`config.mk`:
```
export PLATFORM = sky130hd
export DESIGN_NAME = bresenham_line_stepper_flat
export DESIGN_NICKNAME = d
export VERILOG_FILES = /design/src/rtl/core/bls_pkg.sv /design/src/rtl/core/bls_ifs.sv /design/src/rtl/core/bresenham_line_stepper.sv /design/src/rtl/core/bls_front.sv /design/src/rtl/core/bls_fifo.sv /design/src/rtl/core/bls_back.sv /design/src/flat_wrapper.sv
export VERILOG_INCLUDE_DIRS = /design/src /design/src/rtl/core
export SDC_FILE = /design/constraint.sdc
export NUM_CORES = 1
export LEC_CHECK = 0
export BUFFER_PORTS_ARGS = -buffer_cell sky130_fd_sc_hd__buf_2
export CAP_MARGIN = 0
export CORE_ASPECT_RATIO = 1.75
export CORE_MARGIN = 3
export CORE_UTILIZATION = 53
export CTS_BUF_LIST = sky130_fd_sc_hd__clkbuf_8
export DETAILED_ROUTE_END_ITERATION = 7
export HOLD_SLACK_MARGIN = 0.15
export PLACE_DENSITY_LB_ADDON = 0.05
export SLEW_MARGIN = 20
export SYNTH_ARGS = -nofsm -noshare
export SYNTH_HDL_FRONTEND = slang
export SYNTH_SLANG_ARGS = --single-unit
```
`constraint.sdc`:
```
create_clock -name clk -period 6.8 [get_ports clk]
set_input_delay 1.36 -clock clk [delete_from_list [all_inputs] [get_ports clk]]
set_output_delay 1.36 -clock clk [all_outputs]
set_load 0.05 [all_outputs]
```
`src/rtl/core/bresenham_line_stepper_macros.svh`:
```
// Assertion macros shared by the line stepper RTL.
`ifndef BRESENHAM_LINE_STEPPER_MACROS_SVH
`define BRESENHAM_LINE_STEPPER_MACROS_SVH

// Same-cycle implication, disabled during reset.
`define BLS_ASSERT_IMPL(lbl, clk, rst_n, ante, cons, msg) \
    lbl: assert property (@(posedge clk) disable iff (!rst_n) (ante) |-> (cons)) \
        else $error(msg);

// Next-cycle implication, disabled during reset.
`define BLS_ASSERT_NEXT(lbl, clk, rst_n, ante, cons, msg) \
    lbl: assert property (@(posedge clk) disable iff (!rst_n) (ante) |=> (cons)) \
        else $error(msg);

`endif

```
`src/rtl/core/bls_pkg.sv`:
```
// Shared constants and types for the line stepper.
package bls_pkg;

    localparam int COORD_BITS_DEFAULT = 10;
    localparam int OP_FIFO_DEPTH      = 2;

    typedef enum logic
    {
        KIND_LOAD    = 1'b0,
        KIND_ADVANCE = 1'b1
    } kind_t;

endpackage

```
`src/rtl/core/bls_ifs.sv`:
```
// Command and pixel stream interfaces of the line stepper.
interface bls_cmd_if #(parameter int COORD_BITS = bls_pkg::COORD_BITS_DEFAULT);
    logic                  valid;
    logic                  ready;
    logic                  kind;
    logic [COORD_BITS-1:0] x_start;
    logic [COORD_BITS-1:0] y_start;
    logic [COORD_BITS-1:0] x_end;
    logic [COORD_BITS-1:0] y_end;

    modport source (output valid, kind, x_start, y_start, x_end, y_end, input ready);
    modport sink   (input valid, kind, x_start, y_start, x_end, y_end, output ready);
endinterface

interface bls_pix_if #(parameter int COORD_BITS = bls_pkg::COORD_BITS_DEFAULT);
    logic                  valid;
    logic                  ready;
    logic [COORD_BITS-1:0] pixel_x;
    logic [COORD_BITS-1:0] pixel_y;
    logic                  last;

    modport source (output valid, pixel_x, pixel_y, last, input ready);
    modport sink   (input valid, pixel_x, pixel_y, last, output ready);
endinterface

```
`src/rtl/core/bresenham_line_stepper.sv`:
```
// Top level of the Bresenham line stepper.
//
// Usage:
//   cmd carries one command per transfer. kind = load latches the endpoints
//   x_start/y_start/x_end/y_end and emits the start pixel; kind = advance
//   emits the next pixel of the active line. An advance with no pixels left
//   produces nothing. A load during an active line replaces it at once.
//   pix carries one pixel per transfer; last marks the line end point.
//   Each pixel passes the front register, op queue and output register.
//   Throughput: one command and one pixel per cycle while pix is ready; each
//   step is a single add and sign test on the error term in the back end.
//   A two-entry op queue sits between setup and stepping, and the output
//   register takes a new pixel in the same cycle the old one transfers.
//   When pix stalls, the queue and front register fill and cmd.ready drops;
//   nothing is lost.
//   Reset clears all line state: the block is idle, no pixel pending.
module bresenham_line_stepper #(
    parameter int COORD_BITS = bls_pkg::COORD_BITS_DEFAULT
) (
    input  logic       clk,
    input  logic       rst_n,
    bls_cmd_if.sink    cmd,
    bls_pix_if.source  pix
);
    localparam int ERR_BITS = COORD_BITS + 3;
    localparam int OP_BITS  = 1 + 2*COORD_BITS + 3 + COORD_BITS + 3*ERR_BITS;

    logic               push_valid, push_ready;
    logic [OP_BITS-1:0] push_data;
    logic               pop_valid, pop_ready;
    logic [OP_BITS-1:0] pop_data;

    bls_front #(
        .COORD_BITS (COORD_BITS)
    ) u_front (
        .clk        (clk),
        .rst_n      (rst_n),
        .cmd        (cmd),
        .push_valid (push_valid),
        .push_ready (push_ready),
        .push_data  (push_data)
    );

    bls_fifo #(
        .DATA_BITS (OP_BITS),
        .DEPTH     (bls_pkg::OP_FIFO_DEPTH)
    ) u_fifo (
        .clk      (clk),
        .rst_n    (rst_n),
        .wr_valid (push_valid),
        .wr_ready (push_ready),
        .wr_data  (push_data),
        .rd_valid (pop_valid),
        .rd_ready (pop_ready),
        .rd_data  (pop_data)
    );

    bls_back #(
        .COORD_BITS (COORD_BITS)
    ) u_back (
        .clk       (clk),
        .rst_n     (rst_n),
        .pop_valid (pop_valid),
        .pop_ready (pop_ready),
        .pop_data  (pop_data),
        .pix       (pix)
    );

endmodule

```
`src/rtl/core/bls_front.sv`:
```
// Front end: takes commands, computes line setup terms, pushes decoded ops.
module bls_front #(
    parameter int COORD_BITS = bls_pkg::COORD_BITS_DEFAULT
) (
    input  logic              clk,
    input  logic              rst_n,
    bls_cmd_if.sink           cmd,
    output logic              push_valid,
    input  logic              push_ready,
    output logic [1 + 2*COORD_BITS + 3 + COORD_BITS + 3*(COORD_BITS+3) - 1:0] push_data
);
    localparam int ERR_BITS = COORD_BITS + 3;

    logic                  valid_reg, valid_next;
    logic                  kind_reg, kind_next;
    logic [COORD_BITS-1:0] xs_reg, xs_next;
    logic [COORD_BITS-1:0] ys_reg, ys_next;
    logic [COORD_BITS-1:0] adx_reg, adx_next;
    logic [COORD_BITS-1:0] ady_reg, ady_next;
    logic                  xneg_reg, xneg_next;
    logic                  yneg_reg, yneg_next;

    logic                  accept;
    logic                  x_gt, y_gt;
    logic                  steep;
    logic [COORD_BITS-1:0] major, minor;
    logic [ERR_BITS-1:0]   minor2, major1, major2;
    logic [ERR_BITS-1:0]   err_init, inc_ax, inc_dg;

    assign cmd.ready = !valid_reg || push_ready;
    assign accept    = cmd.valid && cmd.ready;

    always_comb
    begin
        x_gt       = cmd.x_end > cmd.x_start;
        y_gt       = cmd.y_end > cmd.y_start;
        valid_next = accept || (valid_reg && !push_ready);
        kind_next  = kind_reg;
        xs_next    = xs_reg;
        ys_next    = ys_reg;
        adx_next   = adx_reg;
        ady_next   = ady_reg;
        xneg_next  = xneg_reg;
        yneg_next  = yneg_reg;
        if (accept)
        begin
            kind_next = cmd.kind;
            xs_next   = cmd.x_start;
            ys_next   = cmd.y_start;
            adx_next  = x_gt ? cmd.x_end - cmd.x_start : cmd.x_start - cmd.x_end;
            ady_next  = y_gt ? cmd.y_end - cmd.y_start : cmd.y_start - cmd.y_end;
            xneg_next = !x_gt;
            yneg_next = !y_gt;
        end
    end

    always_ff @(posedge clk or negedge rst_n)
    begin
        if (!rst_n)
        begin
            valid_reg <= 1'b0;
        end
        else
        begin
            valid_reg <= valid_next;
        end
    end

    always_ff @(posedge clk)
    begin
        kind_reg <= kind_next;
        xs_reg   <= xs_next;
        ys_reg   <= ys_next;
        adx_reg  <= adx_next;
        ady_reg  <= ady_next;
        xneg_reg <= xneg_next;
        yneg_reg <= yneg_next;
    end

    // setup terms: err starts at 2*minor - major
    always_comb
    begin
        steep    = ady_reg > adx_reg;
        major    = steep ? ady_reg : adx_reg;
        minor    = steep ? adx_reg : ady_reg;
        minor2   = {2'b00, minor, 1'b0};
        major1   = {3'b000, major};
        major2   = {2'b00, major, 1'b0};
        err_init = minor2 - major1;
        inc_ax   = minor2;
        inc_dg   = minor2 - major2;
    end

    assign push_valid = valid_reg;
    assign push_data  = {kind_reg, xs_reg, ys_reg, xneg_reg, yneg_reg, steep, major,
                         err_init, inc_ax, inc_dg};

endmodule

```
`src/rtl/core/bls_fifo.sv`:
```
// Small op queue between the front end and the stepping back end.
module bls_fifo #(
    parameter int DATA_BITS = 8,
    parameter int DEPTH     = bls_pkg::OP_FIFO_DEPTH
) (
    input  logic                 clk,
    input  logic                 rst_n,
    input  logic                 wr_valid,
    output logic                 wr_ready,
    input  logic [DATA_BITS-1:0] wr_data,
    output logic                 rd_valid,
    input  logic                 rd_ready,
    output logic [DATA_BITS-1:0] rd_data
);
    localparam int PTR_BITS = (DEPTH > 1) ? $clog2(DEPTH) : 1;
    localparam int CNT_BITS = $clog2(DEPTH + 1);

    logic [DATA_BITS-1:0] mem_reg [DEPTH];
    logic [PTR_BITS-1:0]  wr_ptr_reg, wr_ptr_next;
    logic [PTR_BITS-1:0]  rd_ptr_reg, rd_ptr_next;
    logic [CNT_BITS-1:0]  count_reg, count_next;
    logic                 push, pop;

    assign wr_ready = count_reg < CNT_BITS'(DEPTH);
    assign rd_valid = count_reg != '0;
    assign rd_data  = mem_reg[rd_ptr_reg];
    assign push     = wr_valid && wr_ready;
    assign pop      = rd_valid && rd_ready;

    always_comb
    begin
        wr_ptr_next = wr_ptr_reg;
        rd_ptr_next = rd_ptr_reg;
        count_next  = count_reg;
        if (push)
        begin
            wr_ptr_next = (wr_ptr_reg == PTR_BITS'(DEPTH - 1)) ? '0 : wr_ptr_reg + 1'b1;
        end
        if (pop)
        begin
            rd_ptr_next = (rd_ptr_reg == PTR_BITS'(DEPTH - 1)) ? '0 : rd_ptr_reg + 1'b1;
        end
        if (push && !pop)
        begin
            count_next = count_reg + 1'b1;
        end
        else if (pop && !push)
        begin
            count_next = count_reg - 1'b1;
        end
    end

    always_ff @(posedge clk or negedge rst_n)
    begin
        if (!rst_n)
        begin
            wr_ptr_reg <= '0;
            rd_ptr_reg <= '0;
            count_reg  <= '0;
        end
        else
        begin
            wr_ptr_reg <= wr_ptr_next;
            rd_ptr_reg <= rd_ptr_next;
            count_reg  <= count_next;
        end
    end

    always_ff @(posedge clk)
    begin
        if (push)
        begin
            mem_reg[wr_ptr_reg] <= wr_data;
        end
    end

endmodule

```
`src/rtl/core/bls_back.sv`:
```
// Back end: holds the line state, emits at most one pixel per op, drives the output register.
`include "bresenham_line_stepper_macros.svh"

module bls_back #(
    parameter int COORD_BITS = bls_pkg::COORD_BITS_DEFAULT
) (
    input  logic              clk,
    input  logic              rst_n,
    input  logic              pop_valid,
    output logic              pop_ready,
    input  logic [1 + 2*COORD_BITS + 3 + COORD_BITS + 3*(COORD_BITS+3) - 1:0] pop_data,
    bls_pix_if.source         pix
);
    localparam int ERR_BITS = COORD_BITS + 3;

    logic                  op_kind;
    logic [COORD_BITS-1:0] op_x, op_y, op_major;
    logic                  op_xneg, op_yneg, op_steep;
    logic [ERR_BITS-1:0]   op_err, op_inc_ax, op_inc_dg;

    logic [COORD_BITS-1:0] cur_x_reg, cur_x_next;
    logic [COORD_BITS-1:0] cur_y_reg, cur_y_next;
    logic [ERR_BITS-1:0]   err_reg, err_next;
    logic [ERR_BITS-1:0]   inc_ax_reg, inc_ax_next;
    logic [ERR_BITS-1:0]   inc_dg_reg, inc_dg_next;
    logic                  xneg_reg, xneg_next;
    logic                  yneg_reg, yneg_next;
    logic                  steep_reg, steep_next;
    logic [COORD_BITS-1:0] remaining_reg, remaining_next;

    logic                  out_valid_reg, out_valid_next;
    logic [COORD_BITS-1:0] pixel_x_reg, pixel_x_next;
    logic [COORD_BITS-1:0] pixel_y_reg, pixel_y_next;
    logic                  last_reg, last_next;

    logic                  pop;
    logic                  is_load, is_adv;
    logic                  diag;
    logic [COORD_BITS-1:0] x_step, y_step;

    assign {op_kind, op_x, op_y, op_xneg, op_yneg, op_steep, op_major,
            op_err, op_inc_ax, op_inc_dg} = pop_data;

    assign pop_ready = !out_valid_reg || pix.ready;
    assign pop       = pop_valid && pop_ready;
    assign is_load   = bls_pkg::kind_t'(op_kind) == bls_pkg::KIND_LOAD;
    assign is_adv    = bls_pkg::kind_t'(op_kind) == bls_pkg::KIND_ADVANCE;

    always_comb
    begin
        diag           = !err_reg[ERR_BITS-1] && (err_reg != '0);
        x_step         = cur_x_reg + (xneg_reg ? {COORD_BITS{1'b1}} : COORD_BITS'(1));
        y_step         = cur_y_reg + (yneg_reg ? {COORD_BITS{1'b1}} : COORD_BITS'(1));
        cur_x_next     = cur_x_reg;
        cur_y_next     = cur_y_reg;
        err_next       = err_reg;
        inc_ax_next    = inc_ax_reg;
        inc_dg_next    = inc_dg_reg;
        xneg_next      = xneg_reg;
        yneg_next      = yneg_reg;
        steep_next     = steep_reg;
        remaining_next = remaining_reg;
        out_valid_next = out_valid_reg && !pix.ready;
        pixel_x_next   = pixel_x_reg;
        pixel_y_next   = pixel_y_reg;
        last_next      = last_reg;
        if (pop && is_load)
        begin
            cur_x_next     = op_x;
            cur_y_next     = op_y;
            err_next       = op_err;
            inc_ax_next    = op_inc_ax;
            inc_dg_next    = op_inc_dg;
            xneg_next      = op_xneg;
            yneg_next      = op_yneg;
            steep_next     = op_steep;
            remaining_next = op_major;
            out_valid_next = 1'b1;
            pixel_x_next   = op_x;
            pixel_y_next   = op_y;
            last_next      = op_major == '0;
        end
        else if (pop && is_adv && (remaining_reg != '0))
        begin
            if (!steep_reg || diag)
            begin
                cur_x_next = x_step;
            end
            if (steep_reg || diag)
            begin
                cur_y_next = y_step;
            end
            err_next       = err_reg + (diag ? inc_dg_reg : inc_ax_reg);
            remaining_next = remaining_reg - 1'b1;
            out_valid_next = 1'b1;
            pixel_x_next   = cur_x_next;
            pixel_y_next   = cur_y_next;
            last_next      = remaining_reg == COORD_BITS'(1);
        end
    end

    always_ff @(posedge clk or negedge rst_n)
    begin
        if (!rst_n)
        begin
            cur_x_reg     <= '0;
            cur_y_reg     <= '0;
            err_reg       <= '0;
            inc_ax_reg    <= '0;
            inc_dg_reg    <= '0;
            xneg_reg      <= 1'b0;
            yneg_reg      <= 1'b0;
            steep_reg     <= 1'b0;
            remaining_reg <= '0;
            out_valid_reg <= 1'b0;
        end
        else
        begin
            cur_x_reg     <= cur_x_next;
            cur_y_reg     <= cur_y_next;
            err_reg       <= err_next;
            inc_ax_reg    <= inc_ax_next;
            inc_dg_reg    <= inc_dg_next;
            xneg_reg      <= xneg_next;
            yneg_reg      <= yneg_next;
            steep_reg     <= steep_next;
            remaining_reg <= remaining_next;
            out_valid_reg <= out_valid_next;
        end
    end

    always_ff @(posedge clk)
    begin
        pixel_x_reg <= pixel_x_next;
        pixel_y_reg <= pixel_y_next;
        last_reg    <= last_next;
    end

    assign pix.valid   = out_valid_reg;
    assign pix.pixel_x = pixel_x_reg;
    assign pix.pixel_y = pixel_y_reg;
    assign pix.last    = last_reg;

    `BLS_ASSERT_NEXT(a_idle_advance_silent, clk, rst_n, pop && is_adv && (remaining_reg == '0), !out_valid_reg, "advance while idle produced a pixel")
    `BLS_ASSERT_NEXT(a_load_emits_start, clk, rst_n, pop && is_load, out_valid_reg && (pixel_x_reg == $past(op_x)) && (pixel_y_reg == $past(op_y)), "load did not emit start pixel")
    `BLS_ASSERT_IMPL(a_last_matches_count, clk, rst_n, out_valid_reg, last_reg == (remaining_reg == '0), "last flag disagrees with pixel count")

endmodule

```
`src/flat_wrapper.sv`:
```
// flat-port wrapper written by rule: the top's interface ports become plain ports
module bresenham_line_stepper_flat 
#(
    parameter int COORD_BITS = bls_pkg::COORD_BITS_DEFAULT
)
  (clk, rst_n, cmd_valid, cmd_kind, cmd_x_start, cmd_y_start, cmd_x_end, cmd_y_end, cmd_ready, pix_valid, pix_pixel_x, pix_pixel_y, pix_last, pix_ready);
  bls_cmd_if #(.COORD_BITS(COORD_BITS)) cmd_i ();
  bls_pix_if #(.COORD_BITS(COORD_BITS)) pix_i ();
  input  logic clk;
  input  logic rst_n;
  input wire logic [$bits(cmd_i.valid)-1:0] cmd_valid;
  input wire logic [$bits(cmd_i.kind)-1:0] cmd_kind;
  input wire logic [$bits(cmd_i.x_start)-1:0] cmd_x_start;
  input wire logic [$bits(cmd_i.y_start)-1:0] cmd_y_start;
  input wire logic [$bits(cmd_i.x_end)-1:0] cmd_x_end;
  input wire logic [$bits(cmd_i.y_end)-1:0] cmd_y_end;
  output wire logic [$bits(cmd_i.ready)-1:0] cmd_ready;
  output wire logic [$bits(pix_i.valid)-1:0] pix_valid;
  output wire logic [$bits(pix_i.pixel_x)-1:0] pix_pixel_x;
  output wire logic [$bits(pix_i.pixel_y)-1:0] pix_pixel_y;
  output wire logic [$bits(pix_i.last)-1:0] pix_last;
  input wire logic [$bits(pix_i.ready)-1:0] pix_ready;
  assign cmd_i.valid = cmd_valid;
  assign cmd_i.kind = cmd_kind;
  assign cmd_i.x_start = cmd_x_start;
  assign cmd_i.y_start = cmd_y_start;
  assign cmd_i.x_end = cmd_x_end;
  assign cmd_i.y_end = cmd_y_end;
  assign cmd_ready = cmd_i.ready;
  assign pix_valid = pix_i.valid;
  assign pix_pixel_x = pix_i.pixel_x;
  assign pix_pixel_y = pix_i.pixel_y;
  assign pix_last = pix_i.last;
  assign pix_i.ready = pix_ready;
  bresenham_line_stepper #(.COORD_BITS(COORD_BITS)) u_core (.clk(clk), .rst_n(rst_n), .cmd(cmd_i), .pix(pix_i));
endmodule
```
# After elaboration in Yosys (flattened, before gate mapping)
# Memories as Yosys holds them, arrays and structs flattened.
# Cells that the tools add are included.
[word_totals]
register_bits = 142
ram_bits = 140
in_bits = 45
wordCells = 104
memories = 1
[mem_list]
columns = ["name", "words", "word_bits", "rd", "rd_ports_with_merged_regs", "wr", "line_no", "text"]
rows = [
  ["u_core.u_fifo.mem_reg", 2, 70, 1, 0, 1, "bls_fifo.sv:18", "logic [DATA_BITS-1:0] mem_reg [DEPTH];"],
]
[op_classes]
addsub = 14
n_lt_le_gt_ge = 4
n_eq_ne = 1
muxes = 27
bitwise_logic = 1
reduce_logical = 32
[op_table]
columns = ["cell", "count"]
rows = [
  ["2-to-1 mux 10 bit", 14],
  ["subtractor 10 bit", 4],
  ["2-to-1 mux 13 bit", 3],
  ["greater-than comparator 10 bit", 3],
  ["adder 10 bit", 2],
  ["adder 13 bit", 1],
  ["nonzero test 13 bit", 1],
  ["subtractor 11 x 10 -> 12 bit", 1],
  ["subtractor 11 x 11 -> 12 bit", 1],
  ["logical AND 1 bit", 11],
  ["== test 10 x 1 -> 1 bit (second input constant)", 1],
  ["zero test 1 bit", 10],
  ["zero test 10 bit", 1],
  ["nonzero test 10 bit", 1],
  ["subtractor 10 x 1 -> 10 bit (second input constant)", 1],
  ["2-to-1 mux 1 bit", 8],
  ["nonzero test 2 bit", 3],
  ["logical OR 1 bit", 5],
  ["2-to-1 mux 2 bit", 2],
  ["adder 1 bit (second input constant)", 2],
  ["adder 2 x 1 -> 2 bit (second input constant)", 1],
  ["less-than comparator 2 bit (second input constant)", 1],
  ["subtractor 2 x 1 -> 2 bit (second input constant)", 1],
  ["inverter 1 bit", 1],
]

# Logic depth before layout (Yosys ltp)
# Gate-level depths: netlist of the first run.
[logic_depth]
ltp_word = 7
ltp_mapped = 23
mapped_depth_nobuf = 20

# By module
# From an unflattened synthesis of the first run, not the netlist that was laid out.
[hier_totals]
cells_unflattened = 1412
area_unflattened_um2 = 16155.5
[modules_own_cells]
columns = ["module", "n_inst", "cells_each", "area_per_inst_um2", "seq_area_each_um2"]
rows = [
  ["bls_back", 1, 652, 5903.2, 2457.4],
  ["bls_fifo", 1, 244, 5708.0, 4484.3],
  ["bls_front", 1, 516, 4544.4, 1316.3],
]

# Least setup slack after synthesis of the first run
# OpenSTA, ideal clock, no wires.
[synth_path]
path_type = "flip-flop to flip-flop"
startpoint = "register u_core.u_front.adx_reg[1]"
endpoint = "memory u_core.u_fifo.mem_reg[0][33] (netlist bit), data pin"
setup_ps = 276
arrival_time_ps = 4246
required_time_ps = 6524
slack_ps = 2278
stages_incl_launch_ff = 23
path_cell_list = "edfxtp_1 > buf_1 > inv_1 > ha_1 > nor2b_1 > o21ai_2 > a31oi_4 > o21ai_4 > buf_12 > buf_6 > clkbuf_1 > o21ai_0 > inv_1 > ha_1 > nor2_1 > maj3_1 > a21oi_1 > mux2i_1 > maj3_2 > o2111ai_1 > a31o_1 > a21oi_1 > xor2_1"
[synth_between]
elab_chain_cells = 3
[synth_rtl]
columns = ["element", "line_no", "text"]
rows = [
  ["start: declaration", "bls_front.sv:18", "logic [COORD_BITS-1:0] adx_reg, adx_next;"],
  ["start signal: assignment", "bls_front.sv:74", "adx_reg <= adx_next;"],
  ["greater-than comparator 10 bit", "bls_front.sv:83", "steep = ady_reg > adx_reg;"],
  ["2-to-1 mux 10 bit, on equally long branches", "bls_front.sv:85, bls_front.sv:84", ""],
  ["subtractor 11 x 10 -> 12 bit *", "bls_front.sv:89", "err_init = minor2 - major1;"],
  ["net u_core.push_data[36]", "bresenham_line_stepper.sv:29", "logic [OP_BITS-1:0] push_data;"],
  ["end: declaration", "bls_fifo.sv:18", ""],
]
# Mark *: on every way through the listed nets, which the timed path passes. The rest lies on a longest branch.

# Worst setup path after layout of the first run
[layout_path]
startpoint = "register u_core.u_front.adx_reg[1]"
endpoint = "memory u_core.u_fifo.mem_reg[1][33] (netlist bit), data pin"
# Same word-level chain as after synthesis.

==> results by group, run 1 <==
Outcome
  – Outcome: finished clean

Synth
  – Post-synth EDFFs: 196
  – Ys async rst share: 27.1%
  – Synth Area per Inst: 11.3 sq um
  – Mapped Nets: 1456
  – Mapped Area: 15000 sq um
  – Synth Instances: 1320
  – Yosys top cell by area: edfxtp_1
  – Seq/Total Area, Yosys: 51.6%
  – Top post-synthesis cells by area: edfxtp_1, dfrtp_1, ha_1
  – Seq cells post-synth: 269
  – Prevailing post-synth register cell: edfxtp_1
  – Synth Warn #: 0
  – Post-synth cell types: 96
  – Top cell type's share of synthesized area: 39.4%

Worst hold path
  – Hold Path Origin: u_core.u_front.ys_reg[9]
  – Hold Crit Class: reg2reg

Critical path
  – Max incr delay on CP: 0.60 ns
  – CP arrival: 5.00 ns
  – R2R Path Start: u_core.u_front.adx_reg[1]
  – Req. time, crit path: 7.07 ns
  – Crit path top cell by count: a21oi_1
  – CP startpoint kind: flip-flop
  – Critical Path Fanout Max: 17
  – Crit path kind: reg2reg
  – Largest delay share family, worst path: compound AO/OA/AOI/OAI gates
  – CP max-delay cell: edfxtp_1
  – Crit path launch: u_core.u_front.adx_reg[1]
  – Crit path cell chain: inv_1 > ha_1 > nor2b_1 > o21ai_2 > a31oi_4 > o21ai_4 > inv_4 > a21oi_1 > xnor2_1 > ha_1 > nor2_1 > maj3_1 > a21oi_1 > mux2i_1 > maj3_2 > o2111ai_1 > a31o_1 > a21oi_1 > xor2_1
  – CP Buf/Inv Count: 2
  – Worst Setup End Kind: flip-flop

Layout
  – Nets: 1529
  – Layout cells sized above 1: 15.7%
  – Max reg flops: 132
  – Diodes inserted: 0
  – Most common cell after layout, fill and taps aside: edfxtp_1
  – Commonest cells after routing, fill and taps aside: edfxtp_1, nand2_1, inv_1, o21ai_0, ha_1
  – Final Core Density: 59.7%
  – Area Growth Syn to Fin: 9.90%

Detailed routing
  – 1st-iter DRT viols: 565
  – Vias/cell: 5.63
  – Routed WL: 33800 um
  – DRC viols: 0
  – Drt first pass iters: 5
  – Antenna-violating nets left: 0
  – Via count: 10111
  – Routed wire per std cell: 18.8 um

CTS
  – Post-CTS Setup Repair Bufs: 0
  – Hold-fix buffers, CTS: 0
  – CTS resizes: 0
  – Worst-path clk slew: 0.06 ns
  – Sink Count: 269
  – CTS tree: done
  – CTS root buffer: clkbuf_8
  – H-tree levels: 2
  – Clock Latency Late Sink: 0.56 ns
  – CTS Buf Count: 41
  – Longest Clk Path Bufs: 3

STA
  – Final worst-path cycle share: 69.5%
  – Total Neg Setup Slack: 0 ns
  – Slew @ Worst Pin: 0.986 ns
  – FMAX: 212 MHz
  – Slew Limit Fails: 0
  – Setup violators final: 0
  – RSZ-0062 raised after global routing: no
  – Final Hold Vio Count: 0
  – Tmin final: 4.73 ns
  – Setup Skew: 0.0257 ns
  – Rel. slew slack: 34.3%

Place
  – Detailed Place HPWL: 24600 um
  – Port Buffers: 67
  – Global placer's final weighted congestion: 0.929

Floorplan
  – Die height: 228 um
  – # rows: 80
  – Starting density of the core: 54.3%
  – IO Pins: 68
  – Die Width: 133 um
  – Area of the core: 27500 sq um
  – Die Area: 30400 sq um

Power and ir drop
  – P per Cell Area: 534 nW/um^2
  – Max VDD drop: 0.287 mV
  – Leak: 6.88 nW

Global routing
  – GR Util All Layers: 22.3%
  – Pin count of the biggest net entering global routing: 74
  – Vias in the first global route: 10238
  – Total gr overflow: 0
  – Initial antenna violation count: 0
  – First-pass GRT wire length: 54000 um

Job
  – Max-cap check violation count: 0
==> report_power, final <==
| group | switching, mW | internal (mW) |
|---|---|---|
| sequential | 0.358 | 2.74 |
| clock | 0.630 | 0.689 |
| combinational | 2.68 | 1.68 |
| total | 3.67 | 5.11 |
==> through the flow <==
stage	power, mW	hold WS, ns	cell area [sq um]	std cells	worst slack [ns]
floorplan	6.43	0.421	15000	1320	2.28
global placement	7.41	0.426	15600	1719	2.16
detailed placement	7.51	0.431	15600	1719	2.13
CTS	8.86	0.427	16400	1795	2.10
global route	9.46	0.434	16400	1795	1.62
finish	8.78	0.423	16400	1795	2.07
==> cells in the mapped netlist, types with 3 or more instances <==
| master | count |
|---|---|
| a211oi_1 | 14 |
| a211oi_2 | 3 |
| a21boi_0 | 7 |
| a21o_1 | 17 |
| a21oi_1 | 61 |
| a22o_1 | 5 |
| a22oi_1 | 3 |
| a31o_2 | 7 |
| a31oi_1 | 11 |
| and2_1 | 11 |
| and3_1 | 4 |
| buf_1 | 11 |
| buf_2 | 6 |
| clkbuf_1 | 26 |
| dfrtp_1 | 73 |
| edfxtp_1 | 196 |
| fa_1 | 7 |
| ha_1 | 84 |
| inv_1 | 95 |
| inv_2 | 6 |
| mux2_2 | 35 |
| mux2_4 | 4 |
| mux2i_1 | 79 |
| nand2_1 | 124 |
| nand2b_1 | 15 |
| nand3_1 | 23 |
| nand3b_1 | 3 |
| nand4_1 | 8 |
| nor2_1 | 62 |
| nor2b_1 | 24 |
| nor3_1 | 20 |
| nor4_1 | 8 |
| o211ai_1 | 12 |
| o21a_1 | 5 |
| o21ai_0 | 94 |
| o21ai_1 | 7 |
| o21ai_2 | 3 |
| o21bai_1 | 3 |
| o2bb2ai_1 | 3 |
| o31ai_1 | 5 |
| or3_1 | 3 |
| xnor2_1 | 41 |
| xor2_1 | 24 |
==> cell type report <==
| type | count | area [sq um] |
|---|---|---|
| tap | 369 | 462 |
| fill | 2333 | 11100 |
| sequential | 269 | 7720 |
| inverter | 102 | 385 |
| clock buffer | 45 | 619 |
| multi-input combinational | 901 | 6650 |
| timing repair buffer | 78 | 420 |
| clock inverter | 31 | 184 |
==> worst paths after layout <==
check                                                  to  slack, ns  depth (start not counted)
min in group asynchronous  u_core.u_back.remaining_reg[1]       0.98                          1
setup reg to reg             u_core.u_fifo.mem_reg[1][33]       2.07                         19
hold / removal               u_core.u_fifo.mem_reg[1][58]       0.42                          0
setup / recovery             u_core.u_fifo.mem_reg[1][33]       2.07                         19
max in group asynchronous        u_core.u_fifo.rd_ptr_reg       5.12                          1
hold reg to reg              u_core.u_fifo.mem_reg[1][58]       0.42                          0
==> logic make-up (layout without fill, tap and decap cells) <==
kind of cell	Yosys count	in the layout	share of synthesized area, %
compound gates	296	296	13.1
xor+xnor	65	65	3.81
fa+ha+maj	94	94	8.17
buf+inv	150	256	4.07
flops	269	269	51.6
mux	122	122	8.73
simple gates	324	324	10.6
==> routing by layer <==
| layer | wire length, um | vias up | global-route usage [%] |
|---|---|---|---|
| met2 | 18200 | 201 | 41.2 |
| met3 | 1090 | 58 | 2.82 |
| met1 | 13600 | 4899 | 26.5 |
| met4 | 915 | 0 | 7.67 |
| met5 | 0 | - | 0 |
| li1 | - | 4953 | - |
Note: power is estimated with default switching activity, not from simulation.
==> run 2: changes to the inputs <==
clock period = 4.34 ns   (was 6.8 ns; I/O delays follow)
==> results by group, run 2 (same netlist as run 1, synthesis figures left out) <==
CTS
  – Longest Clk Path Bufs: 3 (unchanged)
  – Clock Latency Late Sink: 0.56 ns (about the same)
  – CTS Buf Count: 40 (-2.4%)
  – CTS tree: done
  – CTS root buffer: clkbuf_8
  – Worst-path clk slew: 0.07 ns (about the same)
  – H-tree levels: 2 (unchanged)
  – Sink Count: 269 (unchanged)

STA
  – Final worst-path cycle share: 95.2% (+26 points)
  – Rel. slew slack: 32.5% (-1.8 points)
  – Fin worst setup slack: 0.210 ns (-1.86 ns)
  – RSZ-0062 raised after global routing: no
  – Slew @ Worst Pin: 1.01 ns (+0.0271 ns)
  – Tmin final: 4.13 ns (-0.597 ns)
  – Setup Skew: 0.0317 ns (+0.00602 ns)
  – Final Hold Vio Count: 0 (unchanged)
  – Slew Limit Fails: 0 (unchanged)
  – Setup violators final: 0 (unchanged)
  – Total Neg Setup Slack: 0 ns (unchanged)
  – FMAX: 242 MHz (+14%)

Detailed routing
  – Drt first pass iters: 5 (unchanged)
  – 1st-iter DRT viols: 527 (-6.7%)
  – Antenna-violating nets left: 0 (unchanged)
  – Via count: 10230 (+1.2%)
  – Routed wire per std cell: 18.2 um (-3.4%)
  – Routed WL: 33400 um (-1.3%)
  – Vias/cell: 5.58 (-0.97%)
  – DRC viols: 0 (unchanged)

Layout
  – Diodes inserted: 0 (unchanged)
  – Max reg flops: 132 (unchanged)
  – Fillers: 2300 (-1.4%)
  – Most common cell after layout, fill and taps aside: edfxtp_1
  – Area Growth Syn to Fin: 12.2%
  – Commonest cells after routing, fill and taps aside: edfxtp_1, nand2_1, inv_1, o21ai_0, ha_1
  – Final Core Density: 61.0% (+1.2 points)
  – Layout cells sized above 1: 18.8% (+3.1 points)
  – Nets: 1571 (+2.7%)

Power and ir drop
  – Leak: 7.07 nW (+2.8%)
  – Overall power: 13.8 mW (+57%)
  – P per Cell Area: 823 nW/um^2 (+54%)
  – Max VDD drop: 0.427 mV (+49%)

Critical path
  – CP max-delay cell: edfxtp_1
  – Largest delay share family, worst path: adder cells
  – Flop2flop setup slack: 0.21 ns (-1.86 ns)
  – Worst reg-to-reg path cell count: 19 (unchanged)
  – RR Endpoint: u_core.u_fifo.mem_reg[0][33]
  – CP Buf/Inv Count: 1 (-1)
  – Crit path kind: reg2reg
  – Worst Setup End Kind: flip-flop
  – Max incr delay on CP: 0.44 ns (-0.16 ns)
  – Crit path launch: u_core.u_front.ady_reg[5]
  – CP arrival: 4.38 ns (-0.62 ns)
  – Req. time, crit path: 4.59 ns (-2.48 ns)
  – R2R Path Start: u_core.u_front.ady_reg[5]
  – Crit path cell chain: ha_1 > and4_1 > o21ai_2 > a31oi_4 > o21ai_4 > inv_4 > nor2_1 > a21oi_2 > xnor2_1 > ha_2 > nor2_1 > maj3_1 > a21oi_1 > mux2i_2 > maj3_2 > o2111ai_2 > a31o_1 > a21oi_1 > xor2_1
  – Critical Path Fanout Max: 5 (-12)
  – CP startpoint kind: flip-flop
  – WP depth: 19 (unchanged)
  – Setup crit end: u_core.u_fifo.mem_reg[0][33]

Global routing
  – First-pass GRT wire length: 53300 um (-1.3%)
  – Pin count of the biggest net entering global routing: 74 (unchanged)
  – Initial antenna violation count: 0 (unchanged)
  – Vias in the first global route: 10321 (+0.81%)
  – GR Util All Layers: 22.1% (-0.26 points)
  – Total gr overflow: 0 (unchanged)

Floorplan
  – Die Width: 133 um (unchanged)
  – # rows: 80 (unchanged)
  – Die height: 228 um (unchanged)
  – Area of the core: 27500 sq um (unchanged)
  – IO Pins: 68 (unchanged)
  – Die Area: 30400 sq um (unchanged)
  – Starting density of the core: 54.3% (unchanged)

Place
  – Post-Place Setup Slack: 0.0230 ns (-2.11 ns)
  – Port Buffers: 67 (unchanged)
  – Global placer's final weighted congestion: 0.974 (+4.9%)
  – Detailed Place HPWL: 24500 um (-0.25%)

Outcome
  – Outcome: finished clean

Job
  – Max-cap check violation count: 0 (unchanged)

Worst hold path
  – Hold Crit Class: reg2reg
==> run 2: layer usage <==
layer	global-route usage (%)	share of wire, %	vias up
met5	0	0	-
met4	9.10	3.8	0
met3	2.87	3.1	80
met2	40.8	54	211
met1	25.4	39	4919
li1	-	-	5020
==> run 2: cell type report <==
class | count | area (sq um) | share of cell area [%]
clock buffer | 47 | 647 | 3.86
clock inverter | 25 | 111 | 0.664
inverter | 102 | 385 | 2.30
multi-input combinational | 901 | 6710 | 40.0
sequential | 269 | 7720 | 46.0
tap | 369 | 462 | 2.75
timing repair buffer | 121 | 743 | 4.43
==> run 2: worst min-delay path by stage <==
stage	start	to	slack (ns)	depth (start not counted)
final	u_core.u_front.xs_reg[6]	u_core.u_fifo.mem_reg[0][65]	0.42	0
after global routing	u_core.u_front.ys_reg[9]	u_core.u_fifo.mem_reg[0][58]	0.45	0
after global placement	u_core.u_front.ys_reg[0]	u_core.u_fifo.mem_reg[0][49]	0.42	0
after CTS	u_core.u_front.xs_reg[6]	u_core.u_fifo.mem_reg[0][65]	0.42	0
after floorplan	u_core.u_front.yneg_reg	u_core.u_fifo.mem_reg[0][47]	0.42	0
after detailed placement	u_core.u_front.ys_reg[7]	u_core.u_fifo.mem_reg[1][56]	0.43	0
==> run 2: power by group <==
part	internal (mW)	switching, mW
clock network	0.991	0.951
registers	4.29	0.513
logic	2.83	4.23
total	8.11	5.70
==> run 2: repair_timing <==
| action | CTS | global route |
|---|---|---|
| setup endpoints to repair | 0 | 4 |
| hold buffers | 0 | 0 |
| resized for setup | 0 | 12 |
| setup buffers | 0 | 6 |
==> run 2: through the flow <==
| step | instances | cell area, sq um | hold WS [ns] |
|---|---|---|---|
| global placement | 1756 | 15900 | 0.423 |
| floorplan | 1320 | 15000 | 0.421 |
| finish | 1834 | 16800 | 0.425 |
| detailed placement | 1756 | 15900 | 0.432 |
| CTS | 1828 | 16700 | 0.422 |
| global route | 1834 | 16800 | 0.452 |
==> run 3: changes to the inputs <==
ABC_AREA = 1   (was default)
==> results by group, run 3 <==
Outcome
  – Outcome: finished clean

STA
  – Final worst-path cycle share: 87.6% (-7.6 points)
  – Tmin final: 3.80 ns (-0.328 ns)
  – Setup violators final: 0 (unchanged)
  – Fin worst setup slack: 0.538 ns (+0.328 ns)
  – Total Neg Setup Slack: 0 ns (unchanged)
  – RSZ-0062 raised after global routing: no
  – Slew Limit Fails: 0 (unchanged)
  – Slew @ Worst Pin: 0.824 ns (-0.189 ns)
  – Final Hold Vio Count: 0 (unchanged)
  – Setup Skew: 0.0240 ns (-0.00770 ns)
  – FMAX: 263 MHz (+8.6%)
  – Rel. slew slack: 45.1% (+13 points)

Detailed routing
  – 1st-iter DRT viols: 554 (+5.1%)
  – Antenna-violating nets left: 0 (unchanged)
  – DRC viols: 0 (unchanged)
  – Vias/cell: 5.35 (-4.1%)
  – Via count: 11364 (+11%)
  – Drt first pass iters: 5 (unchanged)
  – Routed wire per std cell: 17.5 um (-3.7%)
  – Routed WL: 37200 um (+12%)

Synth
  – Top-count cell post-synth: nand2_1
  – Seq/Total Area, Yosys: 51.4% (-0.16 points)
  – Top post-synthesis cells by area: edfxtp_1, dfrtp_1, nand2_1
  – Ys async rst share: 27.1% (unchanged)
  – Synth Instances: 1645 (+25%)
  – Post-synth EDFFs: 196 (unchanged)
  – Yosys top cell by area: edfxtp_1
  – Synth Area per Inst: 9.12 sq um (-20%)
  – Mapped Area: 15000 sq um (+0.31%)
  – Commonest cells post-synth: nand2_1, edfxtp_1, inv_1
  – Synth Warn #: 0 (unchanged)
  – Seq cells post-synth: 269 (unchanged)
  – Top cell type's share of synthesized area: 39.2% (-0.12 points)
  – Prevailing post-synth register cell: edfxtp_1
  – Mapped Nets: 1781 (+22%)
  – Post-synth cell types: 56 (-42%)

Layout
  – Final Core Density: 59.9% (-1.1 points)
  – Layout Cells excl Fill: 2125 (+16%)
  – Area Growth Syn to Fin: 10.2%
  – Nets: 1860 (+18%)
  – Diodes inserted: 0 (unchanged)
  – Commonest cells after routing, fill and taps aside: nand2_1, edfxtp_1, inv_1, nor2_1, ha_1
  – Layout cells sized above 1: 11.8% (-7.0 points)
  – Most common cell after layout, fill and taps aside: nand2_1
  – Max reg flops: 132 (unchanged)

Place
  – Global placer's final weighted congestion: 0.985 (+1.1%)
  – Detailed Place HPWL: 27600 um (+13%)
  – Port Buffers: 67 (unchanged)
  – Placed Instances: 2051 (+17%)
  – Post-Place Setup Slack: 0.544 ns (+0.521 ns)

CTS
  – CTS resizes: 0 (unchanged)
  – CTS Buf Count: 40 (unchanged)
  – Sink Count: 269 (unchanged)
  – Clock Latency Late Sink: 0.58 ns (+0.02 ns)
  – CTS root buffer: clkbuf_8
  – Worst-path clk slew: 0.07 ns (about the same)
  – H-tree levels: 2 (unchanged)
  – Longest Clk Path Bufs: 3 (unchanged)
  – Hold-fix buffers, CTS: 0 (unchanged)
  – CTS tree: done
  – Post-CTS Setup Repair Bufs: 0 (unchanged)

Critical path
  – CP startpoint kind: flip-flop
  – Crit path kind: reg2reg
  – Crit path launch: u_core.u_front.adx_reg[7]
  – Worst Setup End Kind: flip-flop
  – Req. time, crit path: 4.65 ns (+0.06 ns)
  – R2R Path Start: u_core.u_front.adx_reg[7]
  – CP arrival: 4.11 ns (-0.27 ns)
  – Critical Path Fanout Max: 24 (+19)

Floorplan
  – Die height: 229 um (+0.15%)
  – Die Area: 30400 sq um (+0.30%)
  – Area of the core: 27600 sq um (+0.36%)
  – Die Width: 133 um (+0.15%)
  – # rows: 80 (unchanged)
  – IO Pins: 68 (unchanged)
  – Starting density of the core: 54.3% (about the same)

Power and ir drop
  – Overall power: 14.4 mW (+4.3%)
  – P per Cell Area: 871 nW/um^2 (+5.8%)
  – Max VDD drop: 0.404 mV (-5.5%)
  – Leak: 7.52 nW (+6.4%)

Global routing
  – First-pass GRT wire length: 60100 um (+13%)
  – Initial antenna violation count: 0 (unchanged)
  – Vias in the first global route: 11498 (+11%)
  – Total gr overflow: 0 (unchanged)
  – GR Util All Layers: 24.9% (+2.8 points)
  – Pin count of the biggest net entering global routing: 70 (-5.4%)

Worst hold path
  – Hold Crit Class: in2async

Job
  – Max-cap check violation count: 0 (unchanged)
==> run 3: cells by family (layout without fill, tap and decap cells) <==
logic type	count (synthesis)	count (layout)	share of synthesized area [%]
AOI/OAI and AO/OA	252	252	9.77
muxes	12	12	0.801
xor gates and xnor gates	63	63	3.68
and+or+nand+nor	726	726	20.3
adders and majority gates	91	91	7.94
buffers and inverters	232	343	6.10
DFF	269	269	51.4
==> run 3: metal layers <==
layer	up-vias	GRT usage (%)	part of all wire, %
li1	5665	-	-
met1	5403	28.5	39
met2	212	45.6	53
met3	84	3.35	3.3
met4	0	11.7	5.0
met5	-	0	0
==> run 3: cell type report <==
cell class                 instances  area, sq um
tap                              369          462
fill                            2500        11100
sequential                       269         7710
timing repair buffer              89          528
clock buffer                      40          551
multi-input combinational       1144         6420
inverter                         180          676
clock inverter                    34          190
==> run 3: final timing paths <==
| check | end | slack, ns | depth (start not counted) |
|---|---|---|---|
| worst max-delay path | u_core.u_fifo.mem_reg[1][33] | 0.54 | 17 |
| worst min-delay path | u_core.u_back.cur_x_reg[5] | 0.32 | 1 |
| worst max register to register | u_core.u_fifo.mem_reg[1][33] | 0.54 | 17 |
| worst min register to register | u_core.u_fifo.mem_reg[0][65] | 0.44 | 0 |
| max in group asynchronous | u_core.u_back.inc_ax_reg[6] | 3.15 | 2 |
| min in group clk | u_core.u_fifo.mem_reg[0][65] | 0.44 | 0 |
==> run 3: worst max-delay path: stages (launching register included) <==
cell and delay (ns):
edfxtp_1 0.51, inv_1 0.10, ha_1 0.42, nand2_2 0.13, nor2_1 0.18, nand3_2 0.07, buf_4 0.21, nand2_2 0.39
nand2_1 0.09, o21a_1 0.20, ha_1 0.40, nand2_1 0.12, nor2_1 0.13, inv_1 0.05, nor2_1 0.15, nand4_1 0.17
nand4_1 0.12, nand2_1 0.07
==> run 3: where the power goes <==
part	internal, mW	switching [mW]
Sequential	4.32	0.496
Clock	0.942	1.01
Combinational	2.49	5.14
==> run 3: per-stage QoR <==
step	instance area (sq um)	hold slack, ns
2_1_floorplan	15000	0.421
3_3_place_gp	15800	0.423
3_5_place_dp	15800	0.432
4_1_cts	16500	0.327
5_1_grt	16500	0.360
6_report	16500	0.319
